### src/hw/rtl/buddy_block_allocator_defines.svh
// ----------------------------------------------------------------------------
// buddy allocator assertion macros
// property forms used by the allocator back end
// ----------------------------------------------------------------------------
`ifndef BUDDY_BLOCK_ALLOCATOR_DEFINES_SVH
`define BUDDY_BLOCK_ALLOCATOR_DEFINES_SVH

// consequent must hold in the same cycle as the antecedent
`define BBA_ASSERT_SAME(lbl, clk, rst_n, ante, cons) \
  lbl: assert property (@(posedge clk) disable iff (!rst_n) (ante) |-> (cons)) \
    else $error("bba assertion failed");

// consequent must hold in the cycle after the antecedent
`define BBA_ASSERT_NEXT(lbl, clk, rst_n, ante, cons) \
  lbl: assert property (@(posedge clk) disable iff (!rst_n) (ante) |=> (cons)) \
    else $error("bba assertion failed");

`endif

### src/hw/rtl/bba_pkg.sv
// ----------------------------------------------------------------------------
// bba_pkg
// shared constants, types and helpers of the buddy block allocator
// ----------------------------------------------------------------------------
package bba_pkg;

  localparam int RegionBits = 20;
  localparam int MinBits    = 5;
  localparam int Orders     = RegionBits - MinBits + 1;
  localparam int OrdW       = 4;
  localparam int AddrW      = 20;
  localparam int SizeW      = 21;
  localparam int HdrW       = 7;
  localparam int HeapW      = Orders;
  localparam int SlotW      = Orders - 1;
  localparam int FmDepth    = (1 << HeapW) / 32;
  localparam int SumDepth   = FmDepth / 32;
  localparam int SlotDepth  = 1 << SlotW;

  localparam logic [1:0] ST_OK  = 2'd0;
  localparam logic [1:0] ST_BAD = 2'd1;
  localparam logic [1:0] ST_OOM = 2'd2;

  localparam logic ACT_ALLOC = 1'b0;
  localparam logic ACT_FREE  = 1'b1;

  localparam logic [HdrW-1:0] HDR_RESET = 7'd24;

  typedef struct packed {
    logic             is_free;
    logic             bad;
    logic [OrdW-1:0]  ord;
    logic [AddrW-1:0] off;
  } bba_job_t;

  typedef struct packed {
    logic clearing;
    logic busy;
  } bba_back_stat_t;

  // lowest set bit: {found, index}
  function automatic logic [5:0] first_set32(input logic [31:0] v);
    logic [5:0] r;
    r = '0;
    for (int i = 31; i >= 0; i--) begin
      if (v[i]) begin
        r = {1'b1, 5'(i)};
      end
    end
    return r;
  endfunction

  // number of significant bits
  function automatic logic [4:0] bit_len20(input logic [19:0] v);
    logic [4:0] n;
    n = '0;
    for (int i = 0; i < 20; i++) begin
      if (v[i]) begin
        n = 5'(i + 1);
      end
    end
    return n;
  endfunction

endpackage

### src/hw/rtl/bba_queue.sv
// ----------------------------------------------------------------------------
// bba_queue
// two-entry request queue between front and back
// ----------------------------------------------------------------------------
module bba_queue (
  input  logic              clk,
  input  logic              rst_n,
  input  logic              push,
  input  bba_pkg::bba_job_t din,
  input  logic              pop,
  output logic              empty,
  output logic              full,
  output bba_pkg::bba_job_t head
);
  import bba_pkg::*;

  bba_job_t   ent_r [2];
  logic       wr_ptr_r;
  logic       rd_ptr_r;
  logic [1:0] cnt_r;

  assign empty = (cnt_r == 2'd0);
  assign full  = (cnt_r == 2'd2);
  assign head  = ent_r[rd_ptr_r];

  always_ff @(posedge clk) begin
    if (push) begin
      ent_r[wr_ptr_r] <= din;
    end
    if (!rst_n) begin
      wr_ptr_r <= 1'b0;
      rd_ptr_r <= 1'b0;
      cnt_r    <= 2'd0;
    end else begin
      if (push) begin
        wr_ptr_r <= !wr_ptr_r;
      end
      if (pop) begin
        rd_ptr_r <= !rd_ptr_r;
      end
      cnt_r <= cnt_r + {1'b0, push} - {1'b0, pop};
    end
  end
endmodule

### config.mk
export PLATFORM = sky130hd
export DESIGN_NAME = bba_queue
export DESIGN_NICKNAME = d
export VERILOG_FILES = /design/src/hw/rtl/buddy_block_allocator_defines.svh /design/src/hw/rtl/bba_pkg.sv /design/src/hw/rtl/bba_queue.sv
export SDC_FILE = /design/constraint.sdc
export NUM_CORES = 1
export LEC_CHECK = 0
export BUFFER_PORTS_ARGS = -buffer_cell sky130_fd_sc_hd__clkbuf_2
export CORE_UTILIZATION = 51
export DETAILED_ROUTE_END_ITERATION = 10
export GPL_TIMING_DRIVEN = 0
export HOLD_SLACK_MARGIN = 0.02
export PLACE_DENSITY = 0.78
export SYNTH_ARGS = -nofsm -noshare
export SYNTH_HDL_FRONTEND = slang
export SYNTH_SLANG_ARGS = --single-unit
### constraint.sdc
create_clock -name clk -period 2.8 [get_ports clk]
set_clock_uncertainty 0.05 [all_clocks]
set_input_delay 0.56 -clock clk [delete_from_list [all_inputs] [get_ports clk]]
set_output_delay 0.56 -clock clk [all_outputs]
set_load 0.01 [all_outputs]
==> impl_metrics.csv <==
group,metric,value,unit
status,status,"completed",
drt,vias_per_cell,4.88,
pwr,p_comb_share,13.9,%
logic_synthesis,postSynthAreaPerCell,21.6,um2
die,dieArea,4590,um2
drt,antenna_left,0,
timing,rsz0062_at_grt,"no",
timing,setup_tns,0,ns
logic_synthesis,synth_warnings,0,
hold_path,min_path_type,"input pin to flop",
clocking,cts_max_level,3,
worst_setup_path,crit_family,"buffers and inverters",
layout,final_util,66.4,%
global_route,grt_use_total,15.9,%
clocking,cts_tree,"yes",
layout,ff_latch_area,1660,um2
worst_setup_path,cp.arrival,1.36,ns
global_route,grtUsageMet1,17.0,%
drt,drt_wl_total,3.33,mm
timing,relSlewSlack,21.3,%
timing,worstMarginPinSlew,1.18,ns
timing,hold_ws,0.389,ns
flow_run,maxCapViolCount,0,
global_route,antenna_found_initial,0,
pwr,swShare,21.4,%
die,die_h,67.8,um
timing,hold_viol,0,
timing,post-route-min-period,1.97,ns
worst_setup_path,crit_required,2.19,ns
drt,post_drt_wl_per_cell,14.9,um
worst_setup_path,worst-path-max-fanout,10,
timing,fin_ws,0.833,ns
clocking,cts_buffers,9,
drt,vias,1092,
die,die_w,67.8,um
logic_synthesis,syn_area,2210,um2
pwr,seq_power_share,55.1,%
die,start_util,54.0,%
layout,post_route_cells_drive_above_1_share,55.7,%
pwr,netSwitchingPower,0.389,mW
layout,layout_commonest_cell,"clkbuf_2",
die,io_pins,58,
logic_synthesis,synth-seq-area-share,75.3,%
layout,fillers,285,
global_route,grt-busiest-layer,"met2",
clocking,postCtsHoldBufs,0,
pwr,ir_drop,401,uV
drt,dr.pass1.iters,4,
clocking,insertion_delay,0.31,ns
clocking,postCtsSetupBuffers,0,
layout,fin_nets,203,
clocking,clk_pin_slew,0.06,ns
logic_synthesis,syn_inst,102,
placed_design,hpwl,2.44,mm
placed_design,gp_congestion,0.626,
worst_setup_path,worstSetupPathType,"flop to output port",
timing,fmax,508,MHz
pwr,p_leak,1.11,nW
worst_setup_path,crit_buf_inv,3,
pwr,clkPwrFrac,31.0,%
worst_setup_path,cp_slowest_stage_delay,0.32,ns
clocking,root_buffer,"clkbuf_8",
timing,setup_viol,0,
pwr,p_int,1.43,mW
global_route,grt_pass1_vias,1103,
layout,antenna_cells,0,
timing,fin_crit_sh,70.3,%
pwr,power_density,670,nW/um2
global_route,grt_util_met3,4.73,%
worst_setup_path,path_cells,"buf_6 -> buf_12 -> mux2_4 -> clkbuf_2",
die,num_rows,23,
clocking,cts_resized,0,
placed_design,port_buffers,57,
worst_setup_path,start_kind,"flop",
global_route,grt_pass1_wl,4.91,mm
layout,multi_input_area,488,um2
layout,synthToLayoutAreaGrowth,23.0,%
die,core_area,4090,um2
placed_design,place_ws,0.697,ns
logic_synthesis,synth.distinct_cells,14,
clocking,max-clock-path-buffers,2,
drt,drtIter0Drc,45,
worst_setup_path,cp_slowest_cell,"dfxtp_1",
global_route,overflow,0,
drt,drcViolationCount,0,
layout,final_cell_mix,"clkbuf_2, edfxtp_1, mux2_4, clkbuf_8, mux2_2",
timing,slew_viol_final,0,
global_route,grtUsageMet2,27.0,%
logic_synthesis,syn-num-nets,134,
clocking,clock-sinks,57,
global_route,grt_start_max_net_pins,27,
worst_setup_path,worstSetupEndpointType,"output port",
logic_synthesis,ys_ff_latch,57,
## layout make-up
| class | count | area share, % |
|---|---|---|
| Sequential cell | 57 | 61.2 |
| Multi-Input combinational cell | 40 | 18.0 |
| Timing Repair Buffer | 58 | 11.1 |
| Clock buffer | 12 | 4.98 |
| Tap cell | 50 | 2.31 |
| Buffer | 3 | 1.89 |
| Clock inverter | 2 | 0.277 |
| Inverter | 2 | 0.277 |
## synth_stat cells, drive strengths merged
cell | number | area (um2)
and2 | 4 | 25.0
buf | 3 | 51.3
dfxtp | 5 | 100
edfxtp | 52 | 1560
ha | 2 | 25.0
inv | 2 | 7.51
mux2 | 26 | 368
nor2 | 1 | 3.75
nor2b | 4 | 25.0
o21a | 1 | 7.51
xnor3 | 1 | 22.5
xor2 | 1 | 8.76
## power by group through the flow
stage,Sequential [mW],Clock [mW],Combinational [mW]
finish,1.00,0.564,0.253
global route,1.01,0.609,0.277
CTS,1.00,0.582,0.258
detailed placement,1.02,0,0.257
global placement,1.02,0,0.244
floorplan,1.01,0,0.166
## cells by family (layout without fill, tap and decap cells)
| kind of cell | count (synthesis) | in the layout | synth area share (%) |
|---|---|---|---|
| buffers and inverters | 5 | 77 | 2.67 |
| DFF | 57 | 57 | 75.3 |
| and+or+nand+nor | 9 | 9 | 2.44 |
| xor gates and xnor gates | 2 | 2 | 1.42 |
| muxes | 26 | 26 | 16.7 |
| adders and majority gates | 2 | 2 | 1.13 |
| AOI/OAI and AO/OA | 1 | 1 | 0.340 |
## registers in the layout, summed over array words and instances (netlist names), named ones only
signal,cells
ent_r,52
wr_ptr_r,1
rd_ptr_r,1
cnt_r,2
## final timing paths
kind / depth (start not counted) / slack, ns / startpoint / end
setup / recovery: 4 / 0.83 / flop / head[17]
hold / removal: 1 / 0.39 / din[1] / ent_r[0][1]
setup reg to reg: 1 / 1.07 / wr_ptr_r / ent_r[1][14]
hold reg to reg: 2 / 0.55 / rd_ptr_r / rd_ptr_r
## metrics by stage
stage,cells,power (mW),instance area (um2)
2_1_floorplan,102,1.18,2210
3_5_place_dp,210,1.28,2570
5_1_grt,224,1.89,2710
3_3_place_gp,209,1.26,2550
6_report,224,1.82,2710
4_1_cts,224,1.84,2710
## per-layer routing
| layer | routed length, um | share of wire (%) |
|---|---|---|
| met2 | 1820 | 55 |
| met5 | 0 | 0 |
| met3 | 145 | 4.4 |
| met4 | 65 | 2.0 |
| met1 | 1300 | 39 |
Power figures use the tool's default switching activity.
