$ cat src/hw/rtl/buddy_block_allocator_defines.svh
// ----------------------------------------------------------------------------
// buddy allocator assertion macros
// property forms used by the allocator back end
// ----------------------------------------------------------------------------
`ifndef BUDDY_BLOCK_ALLOCATOR_DEFINES_SVH
`define BUDDY_BLOCK_ALLOCATOR_DEFINES_SVH

// consequent must hold in the same cycle as the antecedent
`define BBA_ASSERT_SAME(lbl, clk, rst_n, ante, cons) \
  lbl: assert property (@(posedge clk) disable iff (!rst_n) (ante) |-> (cons)) \
    else $error("bba assertion failed");

// consequent must hold in the cycle after the antecedent
`define BBA_ASSERT_NEXT(lbl, clk, rst_n, ante, cons) \
  lbl: assert property (@(posedge clk) disable iff (!rst_n) (ante) |=> (cons)) \
    else $error("bba assertion failed");

`endif

$ cat src/hw/rtl/bba_pkg.sv
// ----------------------------------------------------------------------------
// bba_pkg
// shared constants, types and helpers of the buddy block allocator
// ----------------------------------------------------------------------------
package bba_pkg;

  localparam int RegionBits = 20;
  localparam int MinBits    = 5;
  localparam int Orders     = RegionBits - MinBits + 1;
  localparam int OrdW       = 4;
  localparam int AddrW      = 20;
  localparam int SizeW      = 21;
  localparam int HdrW       = 7;
  localparam int HeapW      = Orders;
  localparam int SlotW      = Orders - 1;
  localparam int FmDepth    = (1 << HeapW) / 32;
  localparam int SumDepth   = FmDepth / 32;
  localparam int SlotDepth  = 1 << SlotW;

  localparam logic [1:0] ST_OK  = 2'd0;
  localparam logic [1:0] ST_BAD = 2'd1;
  localparam logic [1:0] ST_OOM = 2'd2;

  localparam logic ACT_ALLOC = 1'b0;
  localparam logic ACT_FREE  = 1'b1;

  localparam logic [HdrW-1:0] HDR_RESET = 7'd24;

  typedef struct packed {
    logic             is_free;
    logic             bad;
    logic [OrdW-1:0]  ord;
    logic [AddrW-1:0] off;
  } bba_job_t;

  typedef struct packed {
    logic clearing;
    logic busy;
  } bba_back_stat_t;

  // lowest set bit: {found, index}
  function automatic logic [5:0] first_set32(input logic [31:0] v);
    logic [5:0] r;
    r = '0;
    for (int i = 31; i >= 0; i--) begin
      if (v[i]) begin
        r = {1'b1, 5'(i)};
      end
    end
    return r;
  endfunction

  // number of significant bits
  function automatic logic [4:0] bit_len20(input logic [19:0] v);
    logic [4:0] n;
    n = '0;
    for (int i = 0; i < 20; i++) begin
      if (v[i]) begin
        n = 5'(i + 1);
      end
    end
    return n;
  endfunction

endpackage

$ cat src/hw/rtl/bba_req_if.sv
// ----------------------------------------------------------------------------
// bba_req_if
// request channel of the buddy allocator
// ----------------------------------------------------------------------------
interface bba_req_if;
  logic        valid;
  logic        ready;
  logic        action;
  logic [20:0] req_size;
  logic [19:0] address;

  modport source (output valid, action, req_size, address, input ready);
  modport sink (input valid, action, req_size, address, output ready);
endinterface

$ cat src/hw/rtl/bba_front.sv
// ----------------------------------------------------------------------------
// bba_front
// accepts requests and classifies them: order, offset and early rejects
// ----------------------------------------------------------------------------
module bba_front (
  bba_req_if.sink              in_chan,
  input  logic [6:0]           hdr,
  input  logic                 q_full,
  input  bba_pkg::bba_back_stat_t stat,
  output logic                 q_push,
  output bba_pkg::bba_job_t    job
);
  import bba_pkg::*;

  logic [21:0]      total;
  logic [19:0]      total_m1;
  logic [4:0]       blen;
  logic             size_bad;
  logic [AddrW-1:0] off;
  logic             free_bad;

  assign in_chan.ready = !q_full && !stat.clearing;
  assign q_push        = in_chan.valid && in_chan.ready;

  always_comb begin
    total    = {1'b0, in_chan.req_size} + {15'd0, hdr};
    size_bad = (in_chan.req_size == '0) || (total > (22'd1 << RegionBits));
    total_m1 = 20'(total - 22'd1);
    blen     = bit_len20(total_m1);
    off      = in_chan.address - {13'd0, hdr};
    free_bad = ({13'd0, hdr} > in_chan.address) || (off[MinBits-1:0] != '0);

    job.is_free = (in_chan.action == ACT_FREE);
    job.off     = off;
    if (in_chan.action == ACT_FREE) begin
      job.bad = free_bad;
      job.ord = '0;
    end else begin
      job.bad = size_bad;
      // smallest order whose block holds the request plus header
      job.ord = (blen > 5'(MinBits)) ? 4'(blen - 5'(MinBits)) : '0;
    end
  end
endmodule

$ cat src/flat_wrapper.sv
// flat-port wrapper written by rule: the top's interface ports become plain ports
module bba_front_flat import bba_pkg::*;
  (hdr, q_full, stat, q_push, job, in_chan_valid, in_chan_action, in_chan_req_size, in_chan_address, in_chan_ready);
  bba_req_if in_chan_i ();
  input  logic [6:0] hdr;
  input  logic q_full;
  input  bba_pkg::bba_back_stat_t stat;
  output logic q_push;
  output bba_pkg::bba_job_t job;
  input wire logic [$bits(in_chan_i.valid)-1:0] in_chan_valid;
  input wire logic [$bits(in_chan_i.action)-1:0] in_chan_action;
  input wire logic [$bits(in_chan_i.req_size)-1:0] in_chan_req_size;
  input wire logic [$bits(in_chan_i.address)-1:0] in_chan_address;
  output wire logic [$bits(in_chan_i.ready)-1:0] in_chan_ready;
  assign in_chan_i.valid = in_chan_valid;
  assign in_chan_i.action = in_chan_action;
  assign in_chan_i.req_size = in_chan_req_size;
  assign in_chan_i.address = in_chan_address;
  assign in_chan_ready = in_chan_i.ready;
  bba_front u_core (.in_chan(in_chan_i), .hdr(hdr), .q_full(q_full), .stat(stat), .q_push(q_push), .job(job));
endmodule
$ cat config.mk
export PLATFORM = sky130hd
export DESIGN_NAME = bba_front_flat
export DESIGN_NICKNAME = d
export VERILOG_FILES = /design/src/hw/rtl/buddy_block_allocator_defines.svh /design/src/hw/rtl/bba_pkg.sv /design/src/hw/rtl/bba_req_if.sv /design/src/hw/rtl/bba_front.sv /design/src/flat_wrapper.sv
export SDC_FILE = /design/constraint.sdc
export NUM_CORES = 1
export LEC_CHECK = 0
export BUFFER_PORTS_ARGS = -buffer_cell sky130_fd_sc_hd__buf_2
export CAP_MARGIN = 20
export CORE_MARGIN = 5
export CORE_UTILIZATION = 39
export DETAILED_ROUTE_END_ITERATION = 10
export SETUP_SLACK_MARGIN = 0.02
export SYNTH_ARGS = -nofsm -noshare
export SYNTH_HDL_FRONTEND = slang
export SYNTH_SLANG_ARGS = --single-unit
$ cat constraint.sdc
create_clock -name vclk -period 7.81
set_clock_uncertainty 0.1 [all_clocks]
set_input_delay 0.781 -clock vclk [all_inputs]
set_output_delay 0.781 -clock vclk [all_outputs]
set_load 0.005 [all_outputs]
==> results.json, run 1 <==
{
  "portBuffers": 80,
  "core_mm2": 0.00596,
  "grt_overflow": 0,
  "vias_per_cell": 5.48,
  "drt_iter0_drc": 118,
  "fin_area_mm2": 0.00281,
  "cpPeakStageDelay_ns": 0.59,
  "fin_util": 0.471,
  "area_delta_synth_final_pct": 17.4,
  "grt.total_usage": 0.173,
  "seqPwrFrac": 0,
  "switchingPower_w": 0.000109,
  "peakVddDrop_mv": 0.0436,
  "synth_area_mm2": 0.00239,
  "gp_congestion": 0.837,
  "synth_area_per_cell_um2": 6.86,
  "swShare": 0.571,
  "post_cts.repair.setup_buffers": 0,
  "synth_area_leaders": "ha_1 (9.4%), xnor2_1 (8.4%), xor2_1 (7.3%), nand2_1 (5.5%), nor2_1 (4.4%)",
  "rsz0062_at_grt": "false",
  "drive_gt1_frac": 0.238,
  "synthCells": 348,
  "path_max_fanout": 10,
  "die_y_um": 88.3,
  "drv_slew": 0,
  "yosysSeqAreaShare": 0,
  "post-place-ws_ns": 1.90,
  "flops_and_latches": 0,
  "syn_nets": 421,
  "rows": 28,
  "crit_slowest_cell": "nor4_1",
  "grt_pass1_vias": 2521,
  "start_kind": "input port",
  "grt_start_max_net_pins": 13,
  "period_minus_slack_ns": 5.93,
  "yosysTopAreaCell": "ha_1",
  "die_x_um": 88.3,
  "wirelength_um": 6810,
  "synth_top_area_frac": 0.0943,
  "cts_resized": 0,
  "regArea_um2": 0,
  "initial_core_util": 0.401,
  "synth_cell_types": 74,
  "maxSlewHeadroom": 0.433,
  "antenna_found_initial": 0,
  "min_from": "q_full",
  "hold_viol_final": 0,
  "hold_buffers": 0,
  "drcViolationCount": 0,
  "drv_cap": 0,
  "intPower_w": 0.0000815,
  "n_clock_buffer": 0,
  "critPathRequiredTime_ns": 6.93,
  "setup_viol": 0,
  "drtAntennaViolNets": 0,
  "status": "finished clean",
  "worst_hold_slack_ns": 1.68,
  "dp_hpwl_um": 5860,
  "wl_per_cell_um": 14.0,
  "hp-class": "input port to primary output",
  "leakage_nw": 1.18,
  "num-nets-final": 486,
  "max_freq_ghz": 0.169,
  "period_share": 0.759,
  "die_area_mm2": 0.00779,
  "finalWorstSetupSlack_ns": 1.88,
  "worst_pin_slew_ns": 0.846,
  "vias": 2663,
  "comb_power_share": 1.000,
  "dr.pass1.iters": 4,
  "placed_cell_area_mm2": 0.00281,
  "yosysWarnings": 0,
  "grt_pass1_wl_um": 11300,
  "antenna_cells": 0,
  "clock_power_share": 0,
  "power_density_mw_per_mm2": 67.8,
  "path_class": "input port to primary output",
  "critPathArrivalTime_ns": 5.05,
  "cp_cell_sequence": "buf_2, ha_1, inv_1, fa_1, nand2b_1, a21oi_1, xor2_2, nor3_1, nand4bb_1, nor4_1, xnor2_1, and2_1, o21ai_0, nand2_1, ha_1, nor3_1, a21oi_2, nor2_1, buf_2",
  "worstSetupEndpointType": "primary output",
  "crit_start": "in_chan_req_size[0]",
  "ios": 81,
  "tns_ns": 0
}
-- metrics by stage --
stage               std cells  total power [W]
CTS                       486         0.000190
finish                    486         0.000190
global placement          486         0.000188
floorplan                 348         0.000134
global route              486         0.000214
detailed placement        486         0.000189
-- critical path, delay by kind of cell --
| kind | cells | cell delay [ns] |
|---|---|---|
| and+or+nand+nor | 8 | 2.36 |
| xor gates and xnor gates | 2 | 0.40 |
| adders and majority gates | 3 | 0.81 |
| AOI/OAI and AO/OA | 3 | 0.42 |
| buffers and inverters | 3 | 0.29 |
-- power by group through the flow --
stage                     sequential (W)  combinational, W  clock, W
final                                  0          0.000190         0
after global routing                   0          0.000214         0
after CTS                              0          0.000190         0
after detailed placement               0          0.000189         0
after global placement                 0          0.000188         0
after floorplan                        0          0.000134         0
-- final cells by class --
class                           count  area (um2)
Inverter                           16        60.1
Timing Repair Buffer               80         400
Fill cell                         652        3150
Multi-Input combinational cell    315        2250
Tap cell                           75        93.8
-- cell families after synthesis --
logic type,synth area share
AOI/OAI and AO/OA,0.300
adders and majority gates,0.115
and+or+nand+nor,0.344
xor gates and xnor gates,0.171
buffers and inverters,0.0576
muxes,0.0126
-- Yosys cell counts (3+ instances only) --
library cell	n
a31oi_1	4
nand2b_1	10
nor3_1	16
ha_1	18
nor2_1	28
a211oi_1	6
and2_1	5
and3_1	3
nand3_1	16
o211ai_1	5
or4_1	3
xor2_1	20
nor4_1	6
mux2i_1	3
a21o_1	7
or3_1	9
inv_1	16
a21oi_1	12
a2111oi_0	3
nand3b_1	3
o21ai_0	10
o31ai_1	6
nor2b_1	3
nand4_1	4
clkbuf_1	12
xnor2_1	23
nor3b_1	3
nand2_1	35
-- layer usage --
layer  GRT usage  wire, um  up-vias
li1            -         -     1424
met1       0.238      3260     1169
met2       0.304      3080       68
met3      0.0242       454        2
met4     0.00549        21        0
met5           0         0        -
-- cells in the final DEF (no fill, tap or decap), types with 6 or more instances in the layout --
cell type   n
a21oi_1    12
or3_1       9
buf_2      80
xnor2_1    23
xor2_1     20
inv_1      16
nor4_1      6
nand3_1    16
a21o_1      7
nor2_1     28
ha_1       18
a211oi_1    6
nor3_1     16
nand2b_1   10
o21ai_0    10
nand2_1    35
o31ai_1     6
-- path summary, 6_finish.rpt --
check | cells past startpoint | slack [ns] | end
setup / recovery | 19 | 1.88 | job[22]
hold / removal | 3 | 1.68 | in_chan_ready
No activity file was read; power rests on OpenSTA's default activity.
==> run 2: changes to the inputs <==
Clock period 7.81 ns to 5.65 ns, I/O delays scaled along.
==> run 2 against run 1 <==
Net effect:
- sequential cell count did not move
- core utilization rose by 0.76 points
- non-clock buffer count is 6 higher
- routed wire length down 0.63%
- clock-buffer cell count is the same
- critical path type unchanged
- largest cell class unchanged
==> results.json, run 2 (synthesis results as in run 1) <==
{
  "rsz0062_at_grt": "false",
  "hold_viol_final": 0,
  "portBuffers": 80,
  "path_max_fanout": 6,
  "hold_buffers": 0,
  "antenna_found_initial": 0,
  "drive_gt1_frac": 0.249,
  "start_kind": "input port",
  "hp-class": "input port to primary output",
  "max_freq_ghz": 0.190,
  "grt_pass1_vias": 2537,
  "mostFrequentLayoutCell": "buf_2",
  "dr.pass1.iters": 4,
  "critPathRequiredTime_ns": 4.99,
  "holdPathStages": 3,
  "gp_congestion": 0.840,
  "die_area_mm2": 0.00779,
  "core_mm2": 0.00596,
  "wl_per_cell_um": 13.8,
  "hold_path_end": "in_chan_ready",
  "die_y_um": 88.3,
  "leakage_nw": 1.21,
  "drv_cap": 0,
  "setup_viol": 0,
  "antenna_cells": 0,
  "grt_pass1_wl_um": 11200,
  "period_share": 0.932,
  "drcViolationCount": 0,
  "maxSlewHeadroom": 0.539,
  "regArea_um2": 0,
  "path_class": "input port to primary output",
  "drtAntennaViolNets": 0,
  "vias_per_cell": 5.54,
  "grt_start_max_net_pins": 13,
  "flops_and_latches": 0,
  "drt_iter0_drc": 90,
  "wirelength_um": 6770,
  "cts_resized": 0,
  "n_clock_buffer": 0,
  "dp_hpwl_um": 5830,
  "post_cts.repair.setup_buffers": 0,
  "critPathArrivalTime_ns": 4.60,
  "num-nets-final": 492,
  "drv_slew": 0,
  "vias": 2727,
  "grt.total_usage": 0.172,
  "power_density_mw_per_mm2": 94.8,
  "layout_common_cells": "buf_2 (80), nand2_1 (35), nor2_1 (28)",
  "placed_cell_area_mm2": 0.00285,
  "min_from": "q_full",
  "rows": 28,
  "status": "finished clean",
  "area_delta_synth_final_pct": 19.3,
  "worst_pin_slew_ns": 0.681,
  "die_x_um": 88.3,
  "ios": 81,
  "tns_ns": 0,
  "period_minus_slack_ns": 5.27,
  "worstSetupEndpointType": "primary output",
  "initial_core_util": 0.401,
  "grt_overflow": 0,
  "fin_area_mm2": 0.00285,
  "peakVddDrop_mv": 0.0508
}
==> run 2: changes by cell type in the layout (fill, tap and decap cells not counted), sizes merged <==
cell	delta
buf	+6
==> run 2: how the worst max path moves through the flow <==
stage	start	to	slack, ns	cells after the start
final	in_chan_req_size[0]	job[22]	0.38	20
after global routing	in_chan_req_size[0]	job[22]	0.05	20
after CTS	in_chan_req_size[0]	job[22]	0.36	20
after detailed placement	in_chan_req_size[0]	job[22]	0.36	20
after global placement	in_chan_req_size[0]	job[22]	0.41	20
after floorplan	in_chan_req_size[0]	job[22]	0.74	20
==> run 2: metal layers <==
metal	part of all wire	GRT usage
met2	0.46	0.298
met5	0	0
met4	0.0074	0.0137
met3	0.072	0.0214
met1	0.46	0.237
==> run 2: area by class of cell <==
class / count / area, um2
repair buffers: 86 / 445
well taps: 75 / 93.8
inverters: 16 / 60.1
multi-input cells: 315 / 2250
fillers: 628 / 3110
==> run 2: power breakdown <==
part | internal, W | total (W) | switching (W)
logic | 0.000119 | 0.000270 | 0.000151
clock network | 0 | 0 | 0
registers | 0 | 0 | 0
total | 0.000119 | 0.000270 | 0.000151
==> run 2: critical path, stage by stage <==
cell      delay [ns]
buf_2           0.10
ha_1            0.18
inv_1           0.06
fa_1            0.39
nand2b_1        0.23
a21oi_1         0.23
xor2_2          0.09
or3_1           0.48
or3_1           0.56
nor3_2          0.26
xnor2_1         0.12
a21bo_1         0.19
a31oi_1         0.16
nand2b_1        0.13
a21boi_1        0.09
ha_1            0.22
nor3_1          0.23
a21oi_2         0.10
nor2_1          0.10
buf_2           0.11
==> run 2: stage by stage <==
| stage | std cells | hold WS, ns | worst slack (ns) | total power [W] | util |
|---|---|---|---|---|---|
| final | 492 | 1.25 | 0.382 | 0.000270 | 0.479 |
| after global routing | 492 | 1.28 | 0.0527 | 0.000302 | 0.479 |
| after CTS | 492 | 1.26 | 0.358 | 0.000271 | 0.479 |
| after detailed placement | 492 | 1.26 | 0.358 | 0.000270 | 0.479 |
| after global placement | 492 | 1.25 | 0.410 | 0.000267 | 0.479 |
| after floorplan | 348 | 1.06 | 0.740 | 0.000185 | - |
==> run 3: changes to the inputs <==
==> constraint.sdc (replaced) <==
create_clock -name vclk -period 5.65
set_clock_uncertainty 0.1 [all_clocks]
set_input_delay 1.4125 -clock vclk [all_inputs]
set_output_delay 1.4125 -clock vclk [all_outputs]
set_load 0.005 [all_outputs]
==> run 3 against run 2 <==
Net effect:
- final area increased by 43%
- sequential cell count unchanged
- routed wire length increased by 25%
- die area unchanged
- power increased by 45%
- core utilization increased by 21 points
- the flow now finishes with violations (setup timing)
- clock-buffer cell count unchanged
- setup slack got worse by 1.1 ns
- worst hold slack improved by 1.7 ns
- non-clock buffer count increased by 114
==> results.json, run 3 (synthesis results as in run 1) <==
{
  "status": "finished with violations",
  "failed_checks": "setup timing",
  "vias": 3210,
  "grt.total_usage": 0.215,
  "flops_and_latches": 0,
  "tns_ns": -3.01,
  "die_area_mm2": 0.00779,
  "core_mm2": 0.00596,
  "power_density_mw_per_mm2": 96.0,
  "placed_cell_area_mm2": 0.00373,
  "hold_viol_final": 0,
  "drive_gt1_frac": 0.488,
  "peakVddDrop_mv": 0.0714,
  "vias_per_cell": 5.30,
  "drtAntennaViolNets": 0,
  "die_x_um": 88.3,
  "grt_pass1_vias": 3184,
  "setup_viol": 5,
  "grt_pass1_wl_um": 13900,
  "die_y_um": 88.3,
  "rows": 28,
  "maxSlewHeadroom": 0.671,
  "regArea_um2": 0,
  "worstSetupEndpointType": "primary output",
  "drv_slew": 0,
  "period_share": 1.13,
  "n_clock_buffer": 0,
  "antenna_cells": 0,
  "route.met2.wl_um": 4180,
  "routed.top_layer": "met4",
  "rsz0062_at_grt": "true",
  "wl_met1_um": 3740,
  "initial_core_util": 0.401,
  "gp_congestion": 0.865,
  "multi_input_area_mm2": 0.00256,
  "holdPathStages": 3,
  "num-nets-final": 606,
  "drt_iter0_drc": 169,
  "worst_pin_slew_ns": 0.492,
  "critPathRequiredTime_ns": 4.14,
  "n_fill_cell": 507,
  "hold_buffers": 0,
  "dr.pass1.iters": 4,
  "wl_met3_um": 426,
  "grt_start_max_net_pins": 13,
  "ios": 81,
  "portBuffers": 80,
  "wl_per_cell_um": 14.0,
  "layout_common_cells": "buf_4 (115), buf_2 (76), nand2_1 (35)",
  "path_max_fanout": 3,
  "critPathArrivalTime_ns": 4.85,
  "grt_overflow": 0,
  "area_delta_synth_final_pct": 70.5,
  "dp_hpwl_um": 6770,
  "antenna_found_initial": 0,
  "drcViolationCount": 0,
  "leakage_nw": 1.85,
  "period_minus_slack_ns": 6.36,
  "max_freq_ghz": 0.157,
  "path_class": "input port to primary output",
  "mostFrequentLayoutCell": "buf_4",
  "finalWorstSetupSlack_ns": -0.709,
  "fin_util": 0.684,
  "start_kind": "input port",
  "hp-class": "input port to primary output",
  "wirelength_um": 8470,
  "drv_cap": 0,
  "fin_area_mm2": 0.00407
}
==> run 3: through the flow <==
stage               setup WS [ns]  std cells  total power, W  hold slack (ns)
detailed placement         -0.925        598        0.000355             2.95
finish                     -0.709        606        0.000391             2.95
floorplan                  -0.525        348        0.000195             2.75
CTS                        -0.716        606        0.000384             2.95
global route               -0.925        606        0.000427             2.97
global placement           -0.888        598        0.000349             2.95
==> run 3: worst paths after layout <==
| path | slack, ns | from | end |
|---|---|---|---|
| setup / recovery | -0.71 | hdr[0] | job[21] |
| hold / removal | 2.95 | q_full | in_chan_ready |
==> run 3: area by class of cell <==
| cell class | count | area share |
|---|---|---|
| Tap cell | 75 | 0.0230 |
| Inverter | 16 | 0.0148 |
| Multi-Input combinational cell | 315 | 0.630 |
| Timing Repair Buffer | 200 | 0.332 |
==> run 3: critical path, cell delays in order <==
cell	delay [ns]
buf_8	0.08
ha_4	0.14
inv_2	0.04
fa_2	0.33
nand2b_4	0.19
a21bo_4	0.25
buf_4	0.14
a211oi_1	0.20
buf_4	0.16
xnor2_1	0.13
o211ai_1	0.17
nor3_2	0.21
xnor2_1	0.16
a21bo_1	0.22
a31oi_1	0.16
nand2b_1	0.14
a21boi_2	0.07
ha_2	0.18
nor3_2	0.16
a21oi_2	0.09
nor2_1	0.10
buf_2	0.11
==> run 3: repair_timing <==
action,CTS,global route
setup buffers,9,0
setup endpoints to repair,5,8
pin swaps,23,6
resized for setup,48,7
==> run 3: metal layers <==
| metal | global-route usage | up-vias |
|---|---|---|
| met5 | 0 | - |
| li1 | - | 1661 |
| met3 | 0.0233 | 12 |
| met1 | 0.277 | 1464 |
| met2 | 0.392 | 73 |
| met4 | 0.0302 | 0 |
==> run 3: power breakdown <==
| group | leakage (nW) | internal [W] | switching, W |
|---|---|---|---|
| combinational | 1.85 | 0.000202 | 0.000189 |
| clock | 0 | 0 | 0 |
| sequential | 0 | 0 | 0 |
| total | 1.85 | 0.000202 | 0.000189 |
